**src/design/nirt_pkg.sv**
```systemverilog
// Package: shared types, constants and register indexes of the NEC IR transmitter.
package nirt_pkg;

   localparam int DEFAULT_TIMER_WIDTH = 14;
   localparam int CSR_DATA_WIDTH      = 14;
   localparam int CSR_INDEX_WIDTH     = 3;
   localparam int QUEUE_DEPTH         = 2;
   localparam int QUEUE_PTR_WIDTH     = (QUEUE_DEPTH > 1) ? $clog2(QUEUE_DEPTH) : 1;
   localparam int QUEUE_CNT_WIDTH     = $clog2(QUEUE_DEPTH + 1);
   localparam int FRAME_BITS          = 32;
   localparam int BIT_INDEX_WIDTH     = $clog2(FRAME_BITS);

   // register indexes
   localparam logic [CSR_INDEX_WIDTH-1:0] CSR_REPEAT_COUNT  = 3'd0;
   localparam logic [CSR_INDEX_WIDTH-1:0] CSR_DEVICE_ADDR   = 3'd1;
   localparam logic [CSR_INDEX_WIDTH-1:0] CSR_HDR_MARK      = 3'd2;
   localparam logic [CSR_INDEX_WIDTH-1:0] CSR_HDR_SPACE     = 3'd3;
   localparam logic [CSR_INDEX_WIDTH-1:0] CSR_BIT_MARK      = 3'd4;
   localparam logic [CSR_INDEX_WIDTH-1:0] CSR_ONE_SPACE     = 3'd5;
   localparam logic [CSR_INDEX_WIDTH-1:0] CSR_ZERO_SPACE    = 3'd6;
   localparam logic [CSR_INDEX_WIDTH-1:0] CSR_GAP           = 3'd7;

   // register reset values
   localparam logic [7:0]  RST_REPEAT_COUNT = 8'd50;
   localparam logic [7:0]  RST_DEVICE_ADDR  = 8'hF2;
   localparam logic [13:0] RST_HDR_MARK     = 14'd9000;
   localparam logic [13:0] RST_HDR_SPACE    = 14'd4500;
   localparam logic [13:0] RST_BIT_MARK     = 14'd560;
   localparam logic [13:0] RST_ONE_SPACE    = 14'd1693;
   localparam logic [13:0] RST_ZERO_SPACE   = 14'd560;
   localparam logic [13:0] RST_GAP          = 14'd9000;

   typedef enum logic [2:0] {
      PH_IDLE      = 3'd0,
      PH_HDR_MARK  = 3'd1,
      PH_HDR_SPACE = 3'd2,
      PH_BIT_MARK  = 3'd3,
      PH_BIT_SPACE = 3'd4,
      PH_END_MARK  = 3'd5,
      PH_GAP       = 3'd6
   } phase_type;

   typedef struct packed {
      logic [7:0]  repeat_count;
      logic [7:0]  device_address;
      logic [13:0] header_mark_ticks;
      logic [13:0] header_space_ticks;
      logic [13:0] bit_mark_ticks;
      logic [13:0] one_space_ticks;
      logic [13:0] zero_space_ticks;
      logic [13:0] gap_ticks;
   } csr_type;

   // one tick as it leaves the front end
   typedef struct packed {
      logic       start;
      logic [7:0] data_byte;
   } tick_item_type;

   typedef struct packed {
      logic          valid;
      tick_item_type item;
   } queue_out_type;

endpackage

```
**src/design/nirt_channels.sv**
```systemverilog
// Interfaces: request and response channels with valid/ready handshake.
interface nirt_req_if;
   logic       valid;
   logic       ready;
   logic       start_req;
   logic [7:0] data_byte;

   modport source (output valid, output start_req, output data_byte, input ready);
   modport sink   (input valid, input start_req, input data_byte, output ready);
endinterface

interface nirt_rsp_if;
   logic valid;
   logic ready;
   logic carrier_on;
   logic busy_res;

   modport source (output valid, output carrier_on, output busy_res, input ready);
   modport sink   (input valid, input carrier_on, input busy_res, output ready);
endinterface

```
**src/design/nirt_front.sv**
```systemverilog
// Front end: accepts tick transactions, classifies them and queues them for the sequencer.
module nirt_front (
   input  logic                   clock,
   input  logic                   reset,
   nirt_req_if.sink               req_ch,
   output nirt_pkg::queue_out_type q_out,
   input  logic                   q_pop
);

   nirt_pkg::tick_item_type entry_ff [nirt_pkg::QUEUE_DEPTH];

   logic [nirt_pkg::QUEUE_PTR_WIDTH-1:0] wr_ptr_ff, wr_ptr_in;
   logic [nirt_pkg::QUEUE_PTR_WIDTH-1:0] rd_ptr_ff, rd_ptr_in;
   logic [nirt_pkg::QUEUE_CNT_WIDTH-1:0] count_ff, count_in;
   logic                                 push;
   logic                                 pop;
   nirt_pkg::tick_item_type              incoming;

   function automatic logic [nirt_pkg::QUEUE_PTR_WIDTH-1:0] ptr_next(
      input logic [nirt_pkg::QUEUE_PTR_WIDTH-1:0] p);
      if (p == nirt_pkg::QUEUE_PTR_WIDTH'(nirt_pkg::QUEUE_DEPTH - 1))
         return '0;
      return p + 1'b1;
   endfunction

   assign req_ch.ready = (count_ff != nirt_pkg::QUEUE_CNT_WIDTH'(nirt_pkg::QUEUE_DEPTH));
   assign push         = req_ch.valid & req_ch.ready;
   assign pop          = q_pop & (count_ff != '0);

   // classify: a tick either carries a start request or is a plain tick
   assign incoming.start     = req_ch.start_req;
   assign incoming.data_byte = req_ch.data_byte;

   assign q_out.valid = (count_ff != '0);
   assign q_out.item  = entry_ff[rd_ptr_ff];

   always_comb begin
      wr_ptr_in = push ? ptr_next(wr_ptr_ff) : wr_ptr_ff;
      rd_ptr_in = pop  ? ptr_next(rd_ptr_ff) : rd_ptr_ff;
      count_in  = count_ff;
      if (push && !pop) begin
         count_in = count_ff + 1'b1;
      end else if (pop && !push) begin
         count_in = count_ff - 1'b1;
      end
   end

   always_ff @(posedge clock) begin
      if (reset) begin
         wr_ptr_ff <= '0;
         rd_ptr_ff <= '0;
         count_ff  <= '0;
      end else begin
         wr_ptr_ff <= wr_ptr_in;
         rd_ptr_ff <= rd_ptr_in;
         count_ff  <= count_in;
      end
   end

   always_ff @(posedge clock) begin
      if (push) begin
         entry_ff[wr_ptr_ff] <= incoming;
      end
   end

   a_count_bound: assert property (@(posedge clock) disable iff (reset)
      count_ff <= nirt_pkg::QUEUE_CNT_WIDTH'(nirt_pkg::QUEUE_DEPTH))
      else $error("queue count above depth");

endmodule

```
**src/design/nirt_back.sv**
```systemverilog
// Back end: NEC frame sequencer, one queued tick per step, with registered result.
module nirt_back #(
   parameter int TIMER_WIDTH = nirt_pkg::DEFAULT_TIMER_WIDTH
) (
   input  logic                    clock,
   input  logic                    reset,
   input  nirt_pkg::csr_type       csr,
   input  nirt_pkg::queue_out_type q_in,
   output logic                    q_pop,
   nirt_rsp_if.source              rsp_ch
);

   localparam int EXT_WIDTH = (TIMER_WIDTH > 14) ? TIMER_WIDTH : 14;

   nirt_pkg::phase_type phase_ff, phase_in, cur_phase;
   logic [TIMER_WIDTH-1:0]               tick_ff, tick_in, cur_tick;
   logic [nirt_pkg::BIT_INDEX_WIDTH-1:0] bit_index_ff, bit_index_in, cur_bit_index;
   logic [nirt_pkg::FRAME_BITS-1:0]      frame_bits_ff, frame_bits_in, cur_frame_bits;
   logic [7:0]                           frames_sent_ff, frames_sent_in, cur_frames_sent;
   logic                                 rsp_valid_ff, rsp_valid_in;
   logic                                 carrier_ff, carrier_in;
   logic                                 busy_ff, busy_in;

   logic                   step;
   logic                   go;
   logic                   active;
   logic [13:0]            dur_raw;
   logic [TIMER_WIDTH-1:0] dur_len;
   logic [TIMER_WIDTH:0]   tick_plus;
   logic                   phase_done;
   logic [8:0]             frames_plus;

   function automatic logic [TIMER_WIDTH-1:0] eff_len(input logic [13:0] raw);
      logic [EXT_WIDTH-1:0]   ext;
      logic [TIMER_WIDTH-1:0] d;
      ext = EXT_WIDTH'(raw);
      d   = ext[TIMER_WIDTH-1:0];
      return (d == '0) ? TIMER_WIDTH'(1) : d;
   endfunction

   // step the sequencer when a tick is queued and the result slot is free or draining
   assign step  = q_in.valid & (~rsp_valid_ff | rsp_ch.ready);
   assign q_pop = step;
   assign go    = (phase_ff == nirt_pkg::PH_IDLE) & q_in.item.start
                & (csr.repeat_count != 8'd0);

   // phase seen by this tick: an idle start with nonzero repeats opens the header mark
   always_comb begin
      cur_phase       = phase_ff;
      cur_tick        = tick_ff;
      cur_bit_index   = bit_index_ff;
      cur_frame_bits  = frame_bits_ff;
      cur_frames_sent = frames_sent_ff;
      if (go) begin
         cur_phase       = nirt_pkg::PH_HDR_MARK;
         cur_tick        = '0;
         cur_bit_index   = '0;
         cur_frames_sent = '0;
         cur_frame_bits  = {~q_in.item.data_byte, q_in.item.data_byte,
                            ~csr.device_address, csr.device_address};
      end
      active = (cur_phase != nirt_pkg::PH_IDLE);
   end

   always_comb begin
      case (cur_phase)
         nirt_pkg::PH_HDR_MARK:  dur_raw = csr.header_mark_ticks;
         nirt_pkg::PH_HDR_SPACE: dur_raw = csr.header_space_ticks;
         nirt_pkg::PH_BIT_MARK:  dur_raw = csr.bit_mark_ticks;
         nirt_pkg::PH_BIT_SPACE: dur_raw = cur_frame_bits[cur_bit_index]
                                         ? csr.one_space_ticks : csr.zero_space_ticks;
         nirt_pkg::PH_END_MARK:  dur_raw = csr.bit_mark_ticks;
         default:                dur_raw = csr.gap_ticks;
      endcase
      dur_len     = eff_len(dur_raw);
      tick_plus   = {1'b0, cur_tick} + 1'b1;
      phase_done  = (tick_plus >= {1'b0, dur_len});
      frames_plus = {1'b0, cur_frames_sent} + 1'b1;
   end

   // next state
   always_comb begin
      phase_in       = phase_ff;
      tick_in        = tick_ff;
      bit_index_in   = bit_index_ff;
      frame_bits_in  = frame_bits_ff;
      frames_sent_in = frames_sent_ff;
      if (step && active) begin
         phase_in       = cur_phase;
         bit_index_in   = cur_bit_index;
         frame_bits_in  = cur_frame_bits;
         frames_sent_in = cur_frames_sent;
         if (!phase_done) begin
            tick_in = tick_plus[TIMER_WIDTH-1:0];
         end else begin
            tick_in = '0;
            case (cur_phase)
               nirt_pkg::PH_HDR_MARK:  phase_in = nirt_pkg::PH_HDR_SPACE;
               nirt_pkg::PH_HDR_SPACE: phase_in = nirt_pkg::PH_BIT_MARK;
               nirt_pkg::PH_BIT_MARK:  phase_in = nirt_pkg::PH_BIT_SPACE;
               nirt_pkg::PH_BIT_SPACE: begin
                  if (cur_bit_index != nirt_pkg::BIT_INDEX_WIDTH'(nirt_pkg::FRAME_BITS - 1)) begin
                     bit_index_in = cur_bit_index + 1'b1;
                     phase_in     = nirt_pkg::PH_BIT_MARK;
                  end else begin
                     phase_in = nirt_pkg::PH_END_MARK;
                  end
               end
               nirt_pkg::PH_END_MARK:  phase_in = nirt_pkg::PH_GAP;
               default: begin
                  bit_index_in = '0;
                  if (frames_plus >= {1'b0, csr.repeat_count}) begin
                     phase_in       = nirt_pkg::PH_IDLE;
                     frames_sent_in = '0;
                  end else begin
                     phase_in       = nirt_pkg::PH_HDR_MARK;
                     frames_sent_in = frames_plus[7:0];
                  end
               end
            endcase
         end
      end
   end

   // result of this tick
   always_comb begin
      rsp_valid_in = rsp_valid_ff;
      carrier_in   = carrier_ff;
      busy_in      = busy_ff;
      if (step) begin
         rsp_valid_in = 1'b1;
         busy_in      = active;
         carrier_in   = cur_phase inside {nirt_pkg::PH_HDR_MARK, nirt_pkg::PH_BIT_MARK,
                                          nirt_pkg::PH_END_MARK};
      end else if (rsp_ch.ready) begin
         rsp_valid_in = 1'b0;
      end
   end

   always_ff @(posedge clock) begin
      if (reset) begin
         phase_ff       <= nirt_pkg::PH_IDLE;
         tick_ff        <= '0;
         bit_index_ff   <= '0;
         frame_bits_ff  <= '0;
         frames_sent_ff <= '0;
         rsp_valid_ff   <= 1'b0;
      end else begin
         phase_ff       <= phase_in;
         tick_ff        <= tick_in;
         bit_index_ff   <= bit_index_in;
         frame_bits_ff  <= frame_bits_in;
         frames_sent_ff <= frames_sent_in;
         rsp_valid_ff   <= rsp_valid_in;
      end
   end

   always_ff @(posedge clock) begin
      carrier_ff <= carrier_in;
      busy_ff    <= busy_in;
   end

   assign rsp_ch.valid      = rsp_valid_ff;
   assign rsp_ch.carrier_on = carrier_ff;
   assign rsp_ch.busy_res   = busy_ff;

   a_carrier_busy: assert property (@(posedge clock) disable iff (reset)
      rsp_valid_ff |-> (!carrier_ff || busy_ff))
      else $error("carrier without busy");

   a_idle_clean: assert property (@(posedge clock) disable iff (reset)
      (phase_ff == nirt_pkg::PH_IDLE) |-> (tick_ff == '0 && frames_sent_ff == '0))
      else $error("idle with stale counters");

   a_header_bit0: assert property (@(posedge clock) disable iff (reset)
      (phase_ff == nirt_pkg::PH_HDR_MARK || phase_ff == nirt_pkg::PH_HDR_SPACE)
      |-> (bit_index_ff == '0))
      else $error("header phase with nonzero bit index");

   a_step_result: assert property (@(posedge clock) disable iff (reset)
      step |=> rsp_valid_ff)
      else $error("stepped tick left no result");

endmodule

```
**src/design/nec_ir_frame_transmitter_core.sv**
```systemverilog
// Top level: NEC IR frame transmitter with config registers, tick queue and frame sequencer.
// Throughput: one tick transaction per cycle, sustained, with both sides streaming.
// Path: an accepted tick is held in the tick queue, stepped by the sequencer and its result
//   registered. The sequencer steps one queued tick per cycle unless the result register
//   is full and not taken; the result register and queue let either side stall alone.
// Reset (synchronous, active high) clears queue, result, sequencer, regs.
module nec_ir_frame_transmitter_core #(
   parameter int TIMER_WIDTH = nirt_pkg::DEFAULT_TIMER_WIDTH
) (
   input  logic                                 clock,
   input  logic                                 reset,
   nirt_req_if.sink                             req_ch,
   nirt_rsp_if.source                           rsp_ch,
   input  logic                                 csr_wr_en,
   input  logic [nirt_pkg::CSR_INDEX_WIDTH-1:0] csr_index,
   input  logic [nirt_pkg::CSR_DATA_WIDTH-1:0]  csr_wr_data
);

   nirt_pkg::csr_type       csr_ff, csr_in;
   nirt_pkg::queue_out_type q_out;
   logic                    q_pop;

   // Register file: durations act at once, the address is sampled at each start.
   always_comb begin
      csr_in = csr_ff;
      if (csr_wr_en) begin
         case (csr_index)
            nirt_pkg::CSR_REPEAT_COUNT: csr_in.repeat_count       = csr_wr_data[7:0];
            nirt_pkg::CSR_DEVICE_ADDR:  csr_in.device_address     = csr_wr_data[7:0];
            nirt_pkg::CSR_HDR_MARK:     csr_in.header_mark_ticks  = csr_wr_data[13:0];
            nirt_pkg::CSR_HDR_SPACE:    csr_in.header_space_ticks = csr_wr_data[13:0];
            nirt_pkg::CSR_BIT_MARK:     csr_in.bit_mark_ticks     = csr_wr_data[13:0];
            nirt_pkg::CSR_ONE_SPACE:    csr_in.one_space_ticks    = csr_wr_data[13:0];
            nirt_pkg::CSR_ZERO_SPACE:   csr_in.zero_space_ticks   = csr_wr_data[13:0];
            nirt_pkg::CSR_GAP:          csr_in.gap_ticks          = csr_wr_data[13:0];
            default:                    csr_in = csr_ff;
         endcase
      end
   end

   always_ff @(posedge clock) begin
      if (reset) begin
         csr_ff.repeat_count       <= nirt_pkg::RST_REPEAT_COUNT;
         csr_ff.device_address     <= nirt_pkg::RST_DEVICE_ADDR;
         csr_ff.header_mark_ticks  <= nirt_pkg::RST_HDR_MARK;
         csr_ff.header_space_ticks <= nirt_pkg::RST_HDR_SPACE;
         csr_ff.bit_mark_ticks     <= nirt_pkg::RST_BIT_MARK;
         csr_ff.one_space_ticks    <= nirt_pkg::RST_ONE_SPACE;
         csr_ff.zero_space_ticks   <= nirt_pkg::RST_ZERO_SPACE;
         csr_ff.gap_ticks          <= nirt_pkg::RST_GAP;
      end else begin
         csr_ff <= csr_in;
      end
   end

   // Front: take in tick transactions and hold them in the queue.
   nirt_front u_front (
      .clock  (clock),
      .reset  (reset),
      .req_ch (req_ch),
      .q_out  (q_out),
      .q_pop  (q_pop)
   );

   // Back: advance the frame sequencer one tick per step and register the result.
   nirt_back #(
      .TIMER_WIDTH (TIMER_WIDTH)
   ) u_back (
      .clock  (clock),
      .reset  (reset),
      .csr    (csr_ff),
      .q_in   (q_out),
      .q_pop  (q_pop),
      .rsp_ch (rsp_ch)
   );

endmodule
```
**src/flat_wrapper.sv**
```systemverilog
// flat-port wrapper written by rule: the top's interface ports become plain ports
module nec_ir_frame_transmitter_core_flat 
#(
   parameter int TIMER_WIDTH = nirt_pkg::DEFAULT_TIMER_WIDTH
)
  (clock, reset, csr_wr_en, csr_index, csr_wr_data, req_ch_valid, req_ch_start_req, req_ch_data_byte, req_ch_ready, rsp_ch_valid, rsp_ch_carrier_on, rsp_ch_busy_res, rsp_ch_ready);
  nirt_req_if req_ch_i ();
  nirt_rsp_if rsp_ch_i ();
  input  logic clock;
  input  logic reset;
  input  logic csr_wr_en;
  input  logic [nirt_pkg::CSR_INDEX_WIDTH-1:0] csr_index;
  input  logic [nirt_pkg::CSR_DATA_WIDTH-1:0] csr_wr_data;
  input wire logic [$bits(req_ch_i.valid)-1:0] req_ch_valid;
  input wire logic [$bits(req_ch_i.start_req)-1:0] req_ch_start_req;
  input wire logic [$bits(req_ch_i.data_byte)-1:0] req_ch_data_byte;
  output wire logic [$bits(req_ch_i.ready)-1:0] req_ch_ready;
  output wire logic [$bits(rsp_ch_i.valid)-1:0] rsp_ch_valid;
  output wire logic [$bits(rsp_ch_i.carrier_on)-1:0] rsp_ch_carrier_on;
  output wire logic [$bits(rsp_ch_i.busy_res)-1:0] rsp_ch_busy_res;
  input wire logic [$bits(rsp_ch_i.ready)-1:0] rsp_ch_ready;
  assign req_ch_i.valid = req_ch_valid;
  assign req_ch_i.start_req = req_ch_start_req;
  assign req_ch_i.data_byte = req_ch_data_byte;
  assign req_ch_ready = req_ch_i.ready;
  assign rsp_ch_valid = rsp_ch_i.valid;
  assign rsp_ch_carrier_on = rsp_ch_i.carrier_on;
  assign rsp_ch_busy_res = rsp_ch_i.busy_res;
  assign rsp_ch_i.ready = rsp_ch_ready;
  nec_ir_frame_transmitter_core #(.TIMER_WIDTH(TIMER_WIDTH)) u_core (.clock(clock), .reset(reset), .req_ch(req_ch_i), .rsp_ch(rsp_ch_i), .csr_wr_en(csr_wr_en), .csr_index(csr_index), .csr_wr_data(csr_wr_data));
endmodule
```
**config.mk**
```make
export PLATFORM = sky130hd
export DESIGN_NAME = nec_ir_frame_transmitter_core_flat
export DESIGN_NICKNAME = d
export VERILOG_FILES = /design/src/design/nirt_pkg.sv /design/src/design/nirt_channels.sv /design/src/design/nirt_front.sv /design/src/design/nirt_back.sv /design/src/design/nec_ir_frame_transmitter_core.sv /design/src/flat_wrapper.sv
export SDC_FILE = /design/constraint.sdc
export NUM_CORES = 1
export LEC_CHECK = 0
export BUFFER_PORTS_ARGS = -buffer_cell sky130_fd_sc_hd__clkbuf_2
export CAP_MARGIN = 25
export CORE_ASPECT_RATIO = 0.9
export CORE_UTILIZATION = 40
export DETAILED_ROUTE_END_ITERATION = 16
export GPL_ROUTABILITY_DRIVEN = 0
export PLACE_DENSITY = 0.64
export SYNTH_ARGS = -nofsm -noshare
export SYNTH_HDL_FRONTEND = slang
export SYNTH_SLANG_ARGS = --single-unit
```
**constraint.sdc**
```tcl
create_clock -name clock -period 13.25 [get_ports clock]
set_clock_uncertainty 0.15 [all_clocks]
set_input_delay 1.325 -clock clock [delete_from_list [all_inputs] [get_ports clock]]
set_output_delay 1.325 -clock clock [all_outputs]
set_load 0.03 [all_outputs]
```
==> out/summary.txt, run 1 <==
Resized cells post-CTS - 0
Post-synth ARST share - 0%
die width - 160 um
Max Slew Vio Count - 0
Static Leakage - 0.00383 uW
minimum clock period after layout - 5.63 ns
synthesized flop and latch total - 188
post-synthesis compound-gate area fraction - 16.3%
setup ws final - 7.62 ns
global route total overflow - 0
crit path kind - flop to flop
crit-path max FO - 16
XOR/XNOR Fraction of Synth Area - 2.15%
Main synth FF type - dfxtp_1
number of diodes - 0
DRC viols - 0
Max Cap Violations - 0
Final TNS setup - 0 ns
DR pass1 iterations - 5
crit start category - flop
placed insts - 1,370
yosys warns - 0
vias in the first global route - 6,999
setup violators final - 0
overall routed net length - 23.9 mm
critical path arrival - 5.85 ns
cell taking the most area after synthesis - dfxtp_1
Req. time, crit path - 13.47 ns
endpoint kind of the worst setup timing path - flop
register area share after synthesis - 44.2%
R2R depth - 19
Adder-Cell Fraction of Synth Area - 3.62%
pwr dens - 156 nW/um2
Cell Area, Synth - 8980 um2
Global Route Usage Sum - 21.2%
Slew HR - 31.3%
Worst Max-Slew Pin Slew - 1.03 ns
hold_ws - 0.305 ns
Worst Hold Class - flop to flop
Vias per Instance - 5.46
drt first-iter violations - 777
clock slew at reported path FFs - 0.08 ns
hold_buf cts - 0
Syn Inst Count - 1,103
layout cell share with drive strength beyond 1 - 9.53%
distinct cell type count after synthesis - 58
later-pin clock latency in the skew report - 0.44 ns
Max Clock Freq - 0.178 GHz
Setup WS pre-CTS - 7.59 ns
Post-Layout Cell Count - 1,403
Tcrit/Tclk final - 42.5%
Final ANT Viol Nets - 0
total power - 1560 uW
TritonCTS clock tree - built
clock root cell - clkbuf_16
Area growth syn-to-layout - 11.2%
reg2reg setup slack - 7.62 ns
Top Ports - 35
largest family of logic cells by synthesized area - simple AND/OR/NAND/NOR gates
Num CTS Buffers - 17
first-pass GRT wire length - 38.1 mm
Syn Nets - 1,160
Setup Buffers After CTS - 0
Synth top area share - 37.5%
initial antenna violation count - 0
post-DP HPWL - 15.9 mm
Peak VDD IR - 0.105 mV
Post-layout nets - 1,156
status - finished, final reports clean
Buffers on Ports - 34
Syn Area/Cell - 8.14 um2
Worst Hold Depth - 2
Initial Util - 41.1%
Core Box Area - 21,800 um2
top cells by area, synth - dfxtp_1 (37%), nand2_1 (11%), a21oi_1 (6.9%)
Core Rows - 51
Post-synth EDFFs - 20
vias post-DR - 7,664
clock buffer depth - 2
RSZ-0062 raised after global routing - false
H-tree depth - 4
largest net degree at the start of global routing - 73
overall die area - 23,000 um2
Simple-Gate Fraction of Synth Area - 23.5%
count of final hold-check violations - 0
post-synthesis mux area share - 5.63%
Routed WL per cell - 17.0 um
Die H - 144 um
Sink Count - 188
metrics by stage:
| step | util, % | area (um2) |
|---|---|---|
| after global routing | 45.8 | 9990 |
| after floorplan | - | 8980 |
| after CTS | 45.7 | 9970 |
| final | 45.8 | 9990 |
| after global placement | 42.6 | 9290 |
| after detailed placement | 42.8 | 9350 |
layer usage:
metal,share of wire [%],global-route usage [%],vias up
met3,5.2,2.87,26
li1,-,-,3801
met4,1.3,6.22,0
met1,50,31.0,3619
met2,43,32.5,218
met5,0,0,-
worst max-delay path: stages, from the launching register on:
cell,delay (ns)
dfxtp_1,0.81
mux4_1,0.42
nand2_1,0.09
a211o_1,0.14
nand4_2,0.44
mux2_4,0.50
mux2_4,0.31
a21oi_2,0.15
nor4b_2,0.24
a31o_1,0.18
ha_1,0.13
nor2b_1,0.04
o21a_1,0.16
o21a_1,0.17
o21a_1,0.16
o21a_1,0.16
o21ai_1,0.40
and2_1,0.58
nand3_1,0.15
a21oi_1,0.16
synth_stat cells (all sizes together), types with 10 or more instances:
| master | number |
|---|---|
| nor2b | 17 |
| ha | 26 |
| mux2 | 12 |
| inv | 26 |
| edfxtp | 20 |
| a211oi | 10 |
| nand4 | 18 |
| a21oi | 129 |
| clkbuf | 67 |
| xor2 | 14 |
| nand2 | 253 |
| o21ai | 27 |
| a22o | 13 |
| nand3 | 62 |
| nor3 | 13 |
| mux2i | 25 |
| a22oi | 17 |
| dfxtp | 168 |
| nor2 | 91 |
power by group:
group          switching [uW]  internal (uW)
registers                43.6            633
logic                     234            123
clock network             267            261
sequential cells by signal (all words and copies together), names as in the netlist, named ones only:
| name | cells |
|---|---|
| u_core.u_back.rsp_ch.valid | 1 |
| u_core.u_back.rsp_ch.carrier_on | 1 |
| u_core.u_back.frame_bits_ff | 32 |
| u_core.u_back.tick_ff | 14 |
| u_core.u_back.phase_ff | 3 |
| u_core.u_back.bit_index_ff | 5 |
| u_core.u_back.frames_sent_ff | 8 |
| u_core.u_front.count_ff | 2 |
| u_core.u_front.entry_ff | 18 |
| u_core.u_front.rd_ptr_ff | 1 |
| u_core.u_front.wr_ptr_ff | 1 |
| u_core.csr_ff | 100 |
| u_core.u_back.rsp_ch.busy_res | 1 |
layout make-up:
type	instances	area [um2]
fill	2171	11800
multi-input combinational	813	4600
tap	291	364
clock buffer	17	425
inverter	27	101
clock inverter	15	199
timing repair buffer	52	330
sequential	188	3960
cells by family after synthesis:
| family | count (synthesis) |
|---|---|
| DFF | 188 |
| and+or+nand+nor | 484 |
| adders and majority gates | 26 |
| muxes | 41 |
| xor gates and xnor gates | 22 |
| buffers and inverters | 102 |
| AOI/OAI and AO/OA | 240 |
worst paths after layout:
| kind | from | end |
|---|---|---|
| max | u_core.u_back.bit_index_ff[2]$_SDFFE_PP0P_ | u_core.u_back.tick_ff[2]$_SDFFE_PP0P_ |
| min | u_core.u_back.tick_ff[4]$_SDFFE_PP0P_ | u_core.u_back.tick_ff[4]$_SDFFE_PP0P_ |
| max reg2reg | u_core.u_back.bit_index_ff[2]$_SDFFE_PP0P_ | u_core.u_back.tick_ff[2]$_SDFFE_PP0P_ |
| min reg2reg | u_core.u_back.tick_ff[4]$_SDFFE_PP0P_ | u_core.u_back.tick_ff[4]$_SDFFE_PP0P_ |
placed cells by master, fill, tap and decap left out, types with 7 or more instances in the layout:
cell         n
a211oi_1     9
a21oi_1    123
a22o_1      13
a22oi_1     17
and2_1       7
buf_4       14
clkbuf_16   17
clkbuf_2    33
dfxtp_1    168
edfxtp_1    20
ha_1        26
inv_1       24
mux2i_1     25
nand2_1    253
nand2b_1     8
nand3_1     62
nand4_1     17
nor2_1      90
nor2b_1     17
nor3_1      13
o21ai_0     17
o21ai_1     10
o32ai_1      7
xnor2_1      8
xor2_1      14
Power figures use the tool's default switching activity.
==> run 2: changes to the inputs <==
- PLACE_DENSITY: 0.64 -> 0.66
- clock period: 13.25 -> 4.9 ns (I/O delays scaled with it)
==> out/summary.txt, run 2 (synthesis gave the netlist of run 1 again) <==
Worst Hold Class - input pin to flop
Max Clock Freq - 0.215 GHz (+21%)
Post-Route Utilization - 46.3% (+0.51 points)
overall die area - 23,000 um2 (unchanged)
DR pass1 iterations - 5 (unchanged)
Setup Buffers After CTS - 0 (unchanged)
max reg flops - 100 (unchanged)
clock root cell - clkbuf_16
hold_ws - 0.0753 ns (-0.230 ns)
hold_buf cts - 0 (unchanged)
vias post-DR - 7,792 (+1.7%)
Area growth syn-to-layout - 12.5%
die width - 160 um (unchanged)
total power - 4230 uW (+170%)
Max Cap Violations - 0 (unchanged)
Most common cell on crit path - o21a_1
Buffers on Ports - 34 (unchanged)
post-DP HPWL - 16.3 mm (+2.5%)
DRC viols - 0 (unchanged)
Biggest register - u_core.csr_ff
Routed WL per cell - 16.8 um (-1.3%)
TritonCTS clock tree - built
CP peak stage delay - 0.84 ns (+0.03 ns)
reg2reg setup slack - 0.24 ns (-7.38 ns)
Largest regs - u_core.csr_ff: 100 flops, u_core.u_back.frame_bits_ff: 32 flops, u_core.u_front.entry_ff: 18 flops
later-pin clock latency in the skew report - 0.45 ns (about the same)
Static Leakage - 0.00389 uW (+1.8%)
Vias per Instance - 5.50 (+0.59%)
crit path kind - flop to flop
Post-layout nets - 1,171 (+1.3%)
RSZ-0062 raised after global routing - false
pwr dens - 418 nW/um2 (+170%)
CP bufs+invs - 2 (+2)
Core Box Area - 21,800 um2 (unchanged)
Num CTS Buffers - 17 (unchanged)
Max Slew Vio Count - 0 (unchanged)
endpoint kind of the worst setup timing path - flop
vias in the first global route - 7,079 (+1.1%)
status - finished, final reports clean
CP delay by family, top - compound AO/OA/AOI/OAI gates
setup ws final - 0.239 ns (-7.38 ns)
H-tree depth - 4 (unchanged)
Initial Util - 41.1% (unchanged)
Peak VDD IR - 0.334 mV (+220%)
critical path arrival - 4.88 ns (-0.97 ns)
clock buffer depth - 2 (unchanged)
Sink Count - 188 (unchanged)
first-pass GRT wire length - 38.2 mm (+0.14%)
overall routed net length - 23.8 mm (-0.27%)
crit start category - flop
Fillers - 2,116 (-2.5%)
Slew HR - 26.8% (-4.5 points)
commonest non-fill, non-tap cell in the layout - nand2_1
drt first-iter violations - 754 (-3.0%)
Req. time, crit path - 5.12 ns (-8.35 ns)
crit-path cells - buf_4 > nor2_1 > a22o_1 > a22oi_1 > o21ai_0 > a21oi_1 > buf_4 > nand2_1 > nor2_1 > a31o_1 > ha_1 > nor2b_1 > o21a_1 > o21a_1 > o21a_1 > o21a_1 > o21ai_2 > a21oi_2 > nand3_1 > o22ai_1
Tcrit/Tclk final - 95.1% (+53 points)
layout cell share with drive strength beyond 1 - 11.1% (+1.6 points)
slowest CP cell - nor2_1
setup violators final - 0 (unchanged)
count of final hold-check violations - 0 (unchanged)
commonest cells after routing, fill and taps aside - nand2_1 (253), dfxtp_1 (167), a21oi_1 (123)
initial antenna violation count - 0 (unchanged)
minimum clock period after layout - 4.66 ns (-0.967 ns)
global route total overflow - 0 (unchanged)
largest net degree at the start of global routing - 79 (+8.2%)
number of diodes - 0 (unchanged)
clock slew at reported path FFs - 0.08 ns (about the same)
Final ANT Viol Nets - 0 (unchanged)
Worst Max-Slew Pin Slew - 1.09 ns (+0.0678 ns)
Die H - 144 um (unchanged)
Global Route Usage Sum - 21.1% (-0.15 points)
crit-path max FO - 18 (+2)
Core Rows - 51 (unchanged)
Setup WS pre-CTS - -0.0302 ns (-7.62 ns)
Top Ports - 35 (unchanged)
## run 2: power breakdown
group | leakage [uW] | switching [uW] | internal (uW) | total, uW
Combinational | 0.00205 | 680 | 362 | 1040
Sequential | 0.00155 | 86.3 | 1710 | 1800
Clock | 0.000288 | 694 | 689 | 1380
Total | 0.00389 | 1460 | 2760 | 4230
## run 2: metrics by stage
stage | TNS, ns | cell area (um2) | cells
detailed placement | -0.0470 | 9470 | 1383
CTS | 0 | 10100 | 1415
global route | 0 | 10100 | 1418
global placement | 0 | 9460 | 1382
finish | 0 | 10100 | 1418
floorplan | 0 | 8980 | 1103
## run 2: layout make-up
type / count / area [um2] / share of cell area, %
clock buffers: 17 / 425 / 4.21
clock inverters: 15 / 168 / 1.66
inverters: 27 / 101 / 1.00
multi-input cells: 813 / 4610 / 45.7
flip-flops and latches: 188 / 3970 / 39.3
well taps: 291 / 364 / 3.61
repair buffers: 67 / 462 / 4.57
## run 2: worst register-to-register path, cell delays in order, from the launching register on
cell,delay (ns)
dfxtp_1,0.41
buf_4,0.26
nor2_1,0.84
a22o_1,0.26
a22oi_1,0.08
o21ai_0,0.17
a21oi_1,0.08
buf_4,0.16
nand2_1,0.05
nor2_1,0.04
a31o_1,0.21
ha_1,0.18
nor2b_1,0.12
o21a_1,0.12
o21a_1,0.11
o21a_1,0.12
o21a_1,0.12
o21ai_2,0.08
a21oi_2,0.41
nand3_1,0.37
o22ai_1,0.24
## run 2: timing repair
action	4_1_cts	5_1_grt
hold endpoints to repair	0	0
gates resized for setup	1	5
setup endpoints to repair	8	17
## run 2: final timing paths
check	startpoint	to	cells past startpoint
worst max-delay path	u_core.u_back.phase_ff[2]$_SDFFE_PP0P_	u_core.u_back.frames_sent_ff[0]$_SDFFE_PP0P_	20
worst min-delay path	req_ch_data_byte[0]	u_core.u_front.entry_ff[0][0]$_DFFE_PP_	1
worst max register to register	u_core.u_back.phase_ff[2]$_SDFFE_PP0P_	u_core.u_back.frames_sent_ff[0]$_SDFFE_PP0P_	20
worst min register to register	u_core.u_back.tick_ff[4]$_SDFFE_PP0P_	u_core.u_back.tick_ff[4]$_SDFFE_PP0P_	2
## run 2: routing by layer
metal | global-route usage (%) | part of all wire, % | wire [um] | vias up
li1 | - | - | - | 3828
met1 | 32.2 | 51 | 12200 | 3700
met2 | 29.6 | 42 | 9910 | 239
met3 | 3.15 | 5.6 | 1340 | 25
met4 | 7.17 | 1.5 | 354 | 0
met5 | 0 | 0 | 0 | -
